--- config.mk ---
export PLATFORM = sky130hd
export DESIGN_NAME = tan_sqrt_cell
export DESIGN_NICKNAME = d
export VERILOG_FILES = /design/src/design/tan_sqrt_cell.sv
export SDC_FILE = /design/constraint.sdc
export NUM_CORES = 1
export LEC_CHECK = 0
export ABC_AREA = 1
export BUFFER_PORTS_ARGS = -buffer_cell sky130_fd_sc_hd__buf_2
export CAP_MARGIN = 20
export CORE_AREA = 3 3 59 115
export CTS_CLUSTER_DIAMETER = 100
export DETAILED_ROUTE_END_ITERATION = 10
export DIE_AREA = 0 0 62 118
export GPL_TIMING_DRIVEN = 1
export PLACE_DENSITY = 0.73
export SLEW_MARGIN = 20
export SYNTH_ARGS = -nofsm -noshare
export SYNTH_HDL_FRONTEND = slang
export SYNTH_SLANG_ARGS = --single-unit
--- constraint.sdc ---
create_clock -name clk -period 4.7 [get_ports clk]
set_clock_uncertainty 0.2 [all_clocks]
set_input_delay 0.47 -clock clk [delete_from_list [all_inputs] [get_ports clk]]
set_output_delay 0.47 -clock clk [all_outputs]
set_load 0.005 [all_outputs]
--- src/design/tan_sqrt_cell.sv ---
// tan_sqrt_cell: one restoring square root step, one root bit per cell
// no dependencies
`timescale 1ns / 1ps
`default_nettype none
module tan_sqrt_cell #(
  parameter int OW = 16
) (
  input  wire logic clk,
  input  wire logic [2*OW-1:0] val_in,
  input  wire logic [OW+1:0] rem_in,
  input  wire logic [OW-1:0] root_in,
  output logic [2*OW-1:0] val_out,
  output logic [OW+1:0] rem_out,
  output logic [OW-1:0] root_out
);
  logic [OW+1:0] rsh, trial;
  logic ge;

  // bring down two bits and try the next root bit
  always_comb begin
    rsh = {rem_in[OW-1:0], val_in[2*OW-1:2*OW-2]};
    trial = {root_in, 2'b01};
    ge = rsh >= trial;
  end

  always_ff @(posedge clk) begin
    rem_out <= ge ? rsh - trial : rsh;
    root_out <= {root_in[OW-2:0], ge};
    val_out <= {val_in[2*OW-3:0], 2'b00};
  end
endmodule
`default_nettype wire

==> qor.txt <==
Post-Synth XOR/XNOR Area: 3.00%
Fin. max-slew vios: 0
Hold-fix buffers, CTS: 0
Fill cell total of the finished layout: 585
Mapped Cells: 342
Level count of the clock H-tree: 3
Pin count of the biggest net entering global routing: 22
Placed Cells incl. Taps: 550
Worst Hold Depth: 1
Dpl hpwl: 5340 um
# rows: 40
Core ar.: 0.00606 mm2
I/O pin cnt: 133
Synth warnings: 0
Die span in x: 62 um
Commonest cells after routing, fill and taps aside: 128 x buf_2, 127 x nand2_1, 64 x dfxtp_1
Initial antenna violation count: 0
DR vias: 2,526
Peak supply drop: 0.213 mV
WL per Instance: 11.9 um
Synth-to-layout area growth: 39.1%
Cell area after layout: 0.00366 mm2
Leakage power: 2.12 nW
Share of cells above drive strength 1: 31.1%
Synth Area in Compound Gates: 4.00%
Overflow after GRT: 0
Worst Setup Start Kind: input port
Number of nets still failing antenna checks after routing: 0
Syn avg cell area: 7.69 um2
Commonest non-fill, non-tap cell in the layout: buf_2
Maximum clock frequency: 424 MHz
Port buffer count: 128
Vias in the first global route: 2,441
Nets: 562
Fin Setup TNS: 0 ns
CTS tree: built
Post-Synth Simple-Gate Area: 26.0%
Worst endpoint required time: 4.78 ns
Cell Area, Placed: 0.00334 mm2
Main combinational cell family by area after synthesis: simple AND/OR/NAND/NOR gates
Distinct cells, synth: 21
Root buffer cell: clkbuf_16
Die extent in y: 118 um
Post-DR vias/cell: 4.46
Adder-cell share of the synthesized area: 8.56%
Worst Setup Path Type: in2reg
Outcome: finished clean
Final min period: 2.36 ns
Initial Util: 43.4%
Worst EP arrival: 2.43 ns
Util after Layout: 60.4%
Final period utilization: 50.1%
Power Dens Cells: 429 mW/mm2
Number of clock sinks: 64
Post-synthesis sequential area ratio: 48.7%
Diodes inserted: 0
CP startpoint: rem_in[11]
Worst-path maximum fanout: 21
Reg clk slew, reported paths: 0.05 ns
Number of iterations in the first detailed-routing pass: 4
Post-CTS Resized: 0
Min-delay src: val_in[14]
DRC: 0
Yosys reg bits: 64
RSZ-0062 raised after global routing: no
Post-CTS Setup Inserts: 0
Setup crit end kind: flop
Final WL: 6720 um
Final Setup Violations: 0
Worst Hold Class: in2reg
Drt initial violations: 83
Non-filler cells, final: 566
Fin. Hold Viols: 0
Max Buffers Root-to-Sink: 2
All-layer global routing usage: 19.4%
Die area: 0.00732 mm2
CTS buffer count: 9
First-pass GRT wire length: 10,400 um
Mux cell area share after synthesis: 0%
Max_cap viols: 0
Mapped cell area: 0.00263 mm2
Hold Path End: val_out[16]
Placer congestion estimate: 0.902
[registers in the layout, summed over array words and instances (netlist names)]
signal and cells:
val_out 30, rem_out 18, root_out 16
[logic make-up (layout without fill, tap and decap cells)]
group | Yosys count | after routing
AO/OA/AOI/OAI | 21 | 21
XOR/XNOR | 9 | 9
adder cells (fa/ha/maj) | 18 | 18
buffers and inverters | 61 | 200
flip-flops | 64 | 64
other | 1 | 2
AND/OR/NAND/NOR | 168 | 168
[critical path, stage by stage]
cell,delay (ns)
buf_2,0.11
ha_1,0.37
a21oi_1,0.24
nand2_1,0.09
a21oi_1,0.16
nand2_1,0.10
nand2_1,0.08
nand2_2,0.26
inv_2,0.37
nand2_1,0.11
nand2_1,0.07
[worst max-delay path by stage]
| stage | endpoint | slack, ns | cells past startpoint |
|---|---|---|---|
| after global placement | rem_out[15] | 1.98 | 11 |
| after detailed placement | rem_out[15] | 1.98 | 11 |
| after global routing | rem_out[9] | 2.04 | 12 |
| after floorplan | rem_out[16] | 2.71 | 13 |
| after CTS | rem_out[9] | 2.30 | 11 |
| final | rem_out[9] | 2.34 | 11 |
[stage by stage]
stage               hold WS [ns]  setup slack [ns]  total power [mW]
global placement           0.372              1.98             0.871
global route              0.0250              2.04              1.65
floorplan                  0.298              2.71             0.768
CTS                       0.0275              2.30              1.59
detailed placement         0.374              1.98             0.875
finish                    0.0363              2.34              1.57
[power breakdown]
group	switching, mW	internal, mW
Combinational	0.149	0.110
Sequential	0.0103	0.593
Clock	0.243	0.464
Total	0.402	1.17
[cell type report]
class / count / area [um2] / area share [%]
flip-flops and latches: 64 / 1280 / 35.0
multi-input cells: 218 / 1100 / 30.1
repair buffers: 128 / 641 / 17.5
clock buffers: 9 / 225 / 6.16
inverters: 56 / 210 / 5.75
well taps: 84 / 105 / 2.87
clock inverters: 7 / 95.1 / 2.60
[metal layers]
layer | vias up | part of all wire [%] | global-route usage [%] | wire, um
met5 | - | 0 | 0 | 0
met2 | 106 | 56 | 35.7 | 3740
li1 | 1305 | - | - | -
met4 | 0 | 4.4 | 13.0 | 297
met3 | 24 | 7.6 | 5.82 | 509
met1 | 1091 | 32 | 15.6 | 2170
[cells in the mapped netlist]
master    count  area share [%]
nand3_1      15             2.9
inv_2         2            0.29
and2_1        1            0.24
xnor2_1       1            0.33
nand3b_1      3            0.86
conb_1        1            0.14
nor2_2        1            0.24
nand4_1       2            0.48
a21oi_1      14             2.7
inv_1        54             7.7
nor2_1       14             2.0
nand2_1     127              18
nand2_2       2            0.48
nor3_1        2            0.38
o21ai_0       7             1.3
buf_6         1            0.43
xor2_1        8             2.7
ha_1         18             8.6
dfxtp_1      64              49
buf_4         4             1.1
nand3_2       1            0.38
Power figures use the tool's default switching activity.
