`src/design/tan_div_cell.sv`:
```
// tan_div_cell: one restoring division step, one quotient bit per cell
// no dependencies
`timescale 1ns / 1ps
`default_nettype none
module tan_div_cell #(
  parameter int DVW = 72,
  parameter int QW = 31,
  parameter bit FIRST = 1'b0
) (
  input  wire logic clk,
  input  wire logic [DVW:0] rem_in,
  input  wire logic [DVW-1:0] d_in,
  input  wire logic [QW-1:0] q_in,
  output logic [DVW:0] rem_out,
  output logic [DVW-1:0] d_out,
  output logic [QW-1:0] q_out
);
  logic [DVW:0] sh;
  logic ge;

  // shift in a zero, except on the leading bit
  always_comb begin
    sh = FIRST ? rem_in : {rem_in[DVW-1:0], 1'b0};
    ge = sh >= {1'b0, d_in};
  end

  always_ff @(posedge clk) begin
    rem_out <= ge ? sh - {1'b0, d_in} : sh;
    d_out <= d_in;
    q_out <= {q_in[QW-2:0], ge};
  end
endmodule
`default_nettype wire

```
`config.mk`:
```
export PLATFORM = sky130hd
export DESIGN_NAME = tan_div_cell
export DESIGN_NICKNAME = d
export VERILOG_FILES = /design/src/design/tan_div_cell.sv
export SDC_FILE = /design/constraint.sdc
export NUM_CORES = 1
export LEC_CHECK = 0
export ABC_AREA = 1
export BUFFER_PORTS_ARGS = -buffer_cell sky130_fd_sc_hd__buf_2
export CELL_PAD_IN_SITES_DETAIL_PLACEMENT = 1
export CELL_PAD_IN_SITES_GLOBAL_PLACEMENT = 1
export CORE_ASPECT_RATIO = 2
export CORE_MARGIN = 2
export CORE_UTILIZATION = 35
export CTS_BUF_LIST = sky130_fd_sc_hd__clkbuf_4 sky130_fd_sc_hd__clkbuf_8 sky130_fd_sc_hd__clkbuf_16
export DETAILED_ROUTE_END_ITERATION = 6
export PLACE_DENSITY_LB_ADDON = 0.1
export SETUP_SLACK_MARGIN = 0.2
export SLEW_MARGIN = 20
export SYNTH_ARGS = -nofsm -noshare
export SYNTH_HDL_FRONTEND = slang
export SYNTH_SLANG_ARGS = --single-unit
```
`constraint.sdc`:
```
create_clock -name clk -period 1.95 [get_ports clk]
set_input_delay 0 -clock clk [delete_from_list [all_inputs] [get_ports clk]]
set_output_delay 0 -clock clk [all_outputs]
set_load 0.005 [all_outputs]
```
==> results of run 1 <==
routing by layer:
layer | GRT usage (%) | overflow
met1 | 62.0 | 4
met2 | 90.9 | 64
met3 | 45.8 | 0
met4 | 73.7 | 45
met5 | 3.77 | 0
per-stage QoR:
stage	setup TNS [ns]	utilization [%]	setup slack (ns)	instances
floorplan	0	-	0.272	1848
global placement	-31.78	50.9	-0.491	2979
CTS	0	60.0	0.186	3190
detailed placement	-37.33	50.9	-0.570	2979
kinds of logic after synthesis:
| family | count (synthesis) | share of synthesized area (%) |
|---|---|---|
| and+or+nand+nor | 1061 | 38.3 |
| buffers and inverters | 386 | 13.9 |
| DFF | 176 | 31.2 |
| AOI/OAI and AO/OA | 112 | 5.34 |
| adders and majority gates | 73 | 8.16 |
| xor gates and xnor gates | 40 | 3.10 |
synth_stat cells:
cell,instances
nand2_1,762
inv_1,366
dfxtp_1,176
nor2_1,151
ha_1,72
nand3_1,71
a21oi_1,70
xor2_1,37
o21ai_0,25
nor2_2,17
nand3b_1,15
o21bai_1,15
buf_6,13
nand3_2,12
nand4_1,10
nor4_1,10
nand2_2,6
nor3_1,6
inv_2,5
xnor2_1,3
buf_8,2
a21boi_0,1
fa_1,1
nand2_4,1
o21a_1,1
timing repair:
action,CTS
hold endpoints to repair,175
resized for setup,98
cloned,2
setup buffers,2
pin swaps,7
setup endpoints to repair,74
hold buffers,175
==> results_dict.tcl, run 1 <==
set metrics [dict create \
    status "aborted with a tool error" \
    failed_stage "5_1_grt" \
    firstError "[ERROR GRT-0232] Routing congestion too high. Check the congestion heatmap in the GUI." \
    netlist_instances 1848 \
    grt-worst-endpoint "rem_out[29]$_DFF_P_/D" \
    worst-ep-kind "register data pin" \
    gp_congestion 0.940 \
    initial_utilization_pct 35.3 \
    synth_area_leaders "dfxtp_1, nand2_1, inv_1" \
    ys_seq_area_share_pct 31.2 \
    dp_hpwl_mm 48.6 \
    dpl_cell_area_sq_um 16300 \
    grt_start_max_net_pins 29 \
    yosys_warnings 0 \
    ctsHtreeMaxLevel 4 \
    ys_types 25 \
    synth_top_area_cell "dfxtp_1" \
    io_pins 353 \
    cts_buffers 17 \
    syn_nets 2098 \
    io_buffers 350 \
    grt_overflow 113 \
    die_x_um 131 \
    cts_sinks 176 \
    die_h_um 258 \
    ys_ff_latch 176 \
    syn_avg_cell_area_sq_um 6.11 \
    rows 93 \
    grt.total_usage_pct 67.2 \
    synth_area_sq_um 11300 \
    clk_path_buf_depth 2 \
    cts_root_buf "clkbuf_16" \
    synth_top_area_share_pct 31.2 \
]
==> inputs of run 2 (changes only) <==
==> config.mk (replaced) <==
export PLATFORM = sky130hd
export DESIGN_NAME = tan_div_cell
export DESIGN_NICKNAME = d
export VERILOG_FILES = /design/src/design/tan_div_cell.sv
export SDC_FILE = /design/constraint.sdc
export NUM_CORES = 1
export LEC_CHECK = 0
export ABC_AREA = 1
export BUFFER_PORTS_ARGS = -buffer_cell sky130_fd_sc_hd__buf_2
export CORE_MARGIN = 2
export CORE_UTILIZATION = 40
export DETAILED_ROUTE_END_ITERATION = 6
export PLACE_DENSITY_LB_ADDON = 0.15
export SLEW_MARGIN = 20
export SYNTH_ARGS = -nofsm -noshare
export SYNTH_HDL_FRONTEND = slang
export SYNTH_SLANG_ARGS = --single-unit
==> run 2 against run 1 <==
Synthesized cell count is the same. The flow now finishes without violations. Area after synthesis is the same.
==> results_dict.tcl, run 2 <==
set metrics [dict create \
    status "finished clean" \
    p_clk_share_pct 29.9 \
    coreArea_sq_um 27800 \
    crit_slowest_cell "dlygate4sd3_1" \
    synth-main-ff-cell "dfxtp_1" \
    netlist_top_cells_count "nand2_1, inv_1, dfxtp_1, nor2_1, ha_1" \
    synth.most_common_cell "nand2_1" \
    drive_above_1_share_pct 27.5 \
    totalNegativeSetupSlack_ns 0 \
    synth_top_area_cell "dfxtp_1" \
    synth_edf_count 0 \
    vdd_ir_drop_max_mv 0.436 \
    drtAntennaViolNets 0 \
    cts_buffers 17 \
    crit_family "simple AND/OR/NAND/NOR gates" \
    drc 0 \
    crit_buf_inv 4 \
    syn_avg_cell_area_sq_um 6.11 \
    slew_headroom_pct 64.4 \
    grt_pass1_vias 14100 \
    netlist_instances 1848 \
    p_per_area_nw_per_um2 661 \
    tightest_slew_ns 0.528 \
    drv_cap 0 \
    timing.final.crit_share_pct 94.3 \
    cts_sinks 176 \
    rows 61 \
    critPathKind "in -> reg" \
    ys_ff_latch 176 \
    switchingPower_uw 4240 \
    gp_congestion 0.967 \
    via_per_inst 4.61 \
    drtPass1Iterations 5 \
    holdCritStartpoint "d_in[1]" \
    dieArea_sq_um 29600 \
    grt_overflow 0 \
    worstPathArrival_ns 2.23 \
    slowest_delay_ns 0.54 \
    p_int_uw 7780 \
    min_to "rem_out[1]" \
    antenna_found_initial 3 \
    cts_root_buf "clkbuf_16" \
    hold_viol 0 \
    path_cells "dlygate4sd3_1, buf_2, inv_1, nand3_1, nor3_1, nand2_1, nand2_1, nor2_2, nand2_4, buf_12, nand3_1, nand2_1" \
    clkTransAtPathRegs_ns 0.08 \
    initial_utilization_pct 40.6 \
    leakage_uw 0.0106 \
    via_count 14200 \
    io_pins 353 \
    crit_fanout 34 \
    pwr-share-comb_pct 35.9 \
    hold_path_depth 5 \
    layout_commonest_cell "nand2_1" \
    syn_nets 2098 \
    swShare_pct 35.3 \
    endpoint_kind "flip-flop" \
    die_x_um 172 \
    synth_top_area_share_pct 31.2 \
    fmax_mhz 544 \
    rsz0062_at_grt "false" \
    routed_wl_mm 49.0 \
    cts_tree "built" \
    fin_util_pct 65.4 \
    dp_hpwl_mm 37.8 \
    cpMostUsedCell "nand2_1" \
    start_kind "input pin" \
    die_h_um 172 \
    drtIter0Drc 978 \
    top_regs "rem_out: 73 flops, d_out: 72 flops, q_out: 31 flops" \
    fillers 2580 \
    finalMaxSlewViolations 0 \
    synth_area_leaders "dfxtp_1, nand2_1, inv_1" \
    ctsHtreeMaxLevel 4 \
    wl_per_cell_um 15.9 \
    ys_types 25 \
    required_ns 2.34 \
    min_path_type "in -> reg" \
    fin_crit_ns 1.84 \
    dpl_cell_area_sq_um 15800 \
    most-common-layout-cells "nand2_1, inv_1, buf_2" \
    yosys_warnings 0 \
    post_cts_buffers 0 \
    p_total_uw 12000 \
    clk_path_buf_depth 2 \
    fin_nets 2944 \
    ys_seq_area_share_pct 31.2 \
    pre_cts_ws_ns -0.362 \
    io_buffers 350 \
    syn_to_final_growth_pct 61.0 \
    largest_register_ffs 73 \
    grt.total_usage_pct 33.0 \
    synth_area_sq_um 11300 \
    grt_pass1_wl_mm 74.2 \
    synthArstFlopShare_pct 0 \
    fin_area_sq_um 18200 \
    power_frac_seq_pct 34.3 \
    timing.final.ws_setup_ns 0.111 \
    setup_viol 0 \
    grt_start_max_net_pins 43 \
    top_register "rem_out" \
]
[run 2: cell counts after synthesis]
No cell type changed its count.
[run 2: final cells by class]
class	instances	area (sq um)	area share (%)
diodes	3	7.51	0.0413
inverters	371	1390	7.66
well taps	378	473	2.60
clock inverters	15	183	1.00
clock buffers	17	425	2.34
repair buffers	842	5960	32.8
flip-flops and latches	176	3520	19.4
multi-input cells	1286	6220	34.2
[run 2: power groups by stage]
stage,Combinational (uW),Sequential (uW),Clock (uW)
after global routing,4740,4150,3750
after global placement,3890,4200,0
after CTS,4230,4110,3620
after floorplan,1810,4260,0
final,4310,4120,3590
after detailed placement,3930,4190,0
[run 2: logic make-up (layout without fill, tap and decap cells)]
logic type      after synthesis  count (layout)  synth area share (%)
xor+xnor                     40              40                  3.10
simple gates               1061            1061                  38.3
compound gates              112             112                  5.34
buf+inv                     386            1245                  13.9
other cells                   0               3                     0
flops                       176             176                  31.2
fa+ha+maj                    73              73                  8.16
[run 2: layer usage]
layer  track usage [%]  part of all wire (%)  vias up
li1                  -                     -     7236
met1              43.2                    45     6423
met2              55.9                    46      511
met3              5.63                   7.2       66
met4              9.54                   2.2        0
met5                 0                     0        -
[run 2: worst max path at each step]
stage / from / end / depth (start not counted)
floorplan: d_in[64] / rem_out[71] / 13
global placement: rem_in[63] / rem_out[67] / 13
detailed placement: rem_in[63] / rem_out[65] / 13
CTS: rem_in[63] / rem_out[71] / 13
global route: d_in[2] / rem_out[39] / 18
finish: rem_in[71] / rem_out[66] / 12
[run 2: repair_timing]
action / in CTS / in global routing
resized for setup: 0 / 6
endpoints found under the setup margin: 0 / 52
endpoints found under the hold margin: 175 / 0
hold buffers: 175 / 0
[run 2: through the flow]
| step | hold WS (ns) | std cells |
|---|---|---|
| floorplan | 0.0277 | 1848 |
| global placement | 0.102 | 2878 |
| detailed placement | 0.104 | 2878 |
| CTS | 0.00353 | 3085 |
| global route | 0.0722 | 3087 |
| finish | 0.0192 | 3088 |
[run 2: tightest hold or removal path: cells and delay by family]
family	cells	cell delay (ns)
buf+inv	2	0.15
compound gates	1	0.06
simple gates	1	0.05
fa+ha+maj	1	0.15
Power figures use the tool's default switching activity.
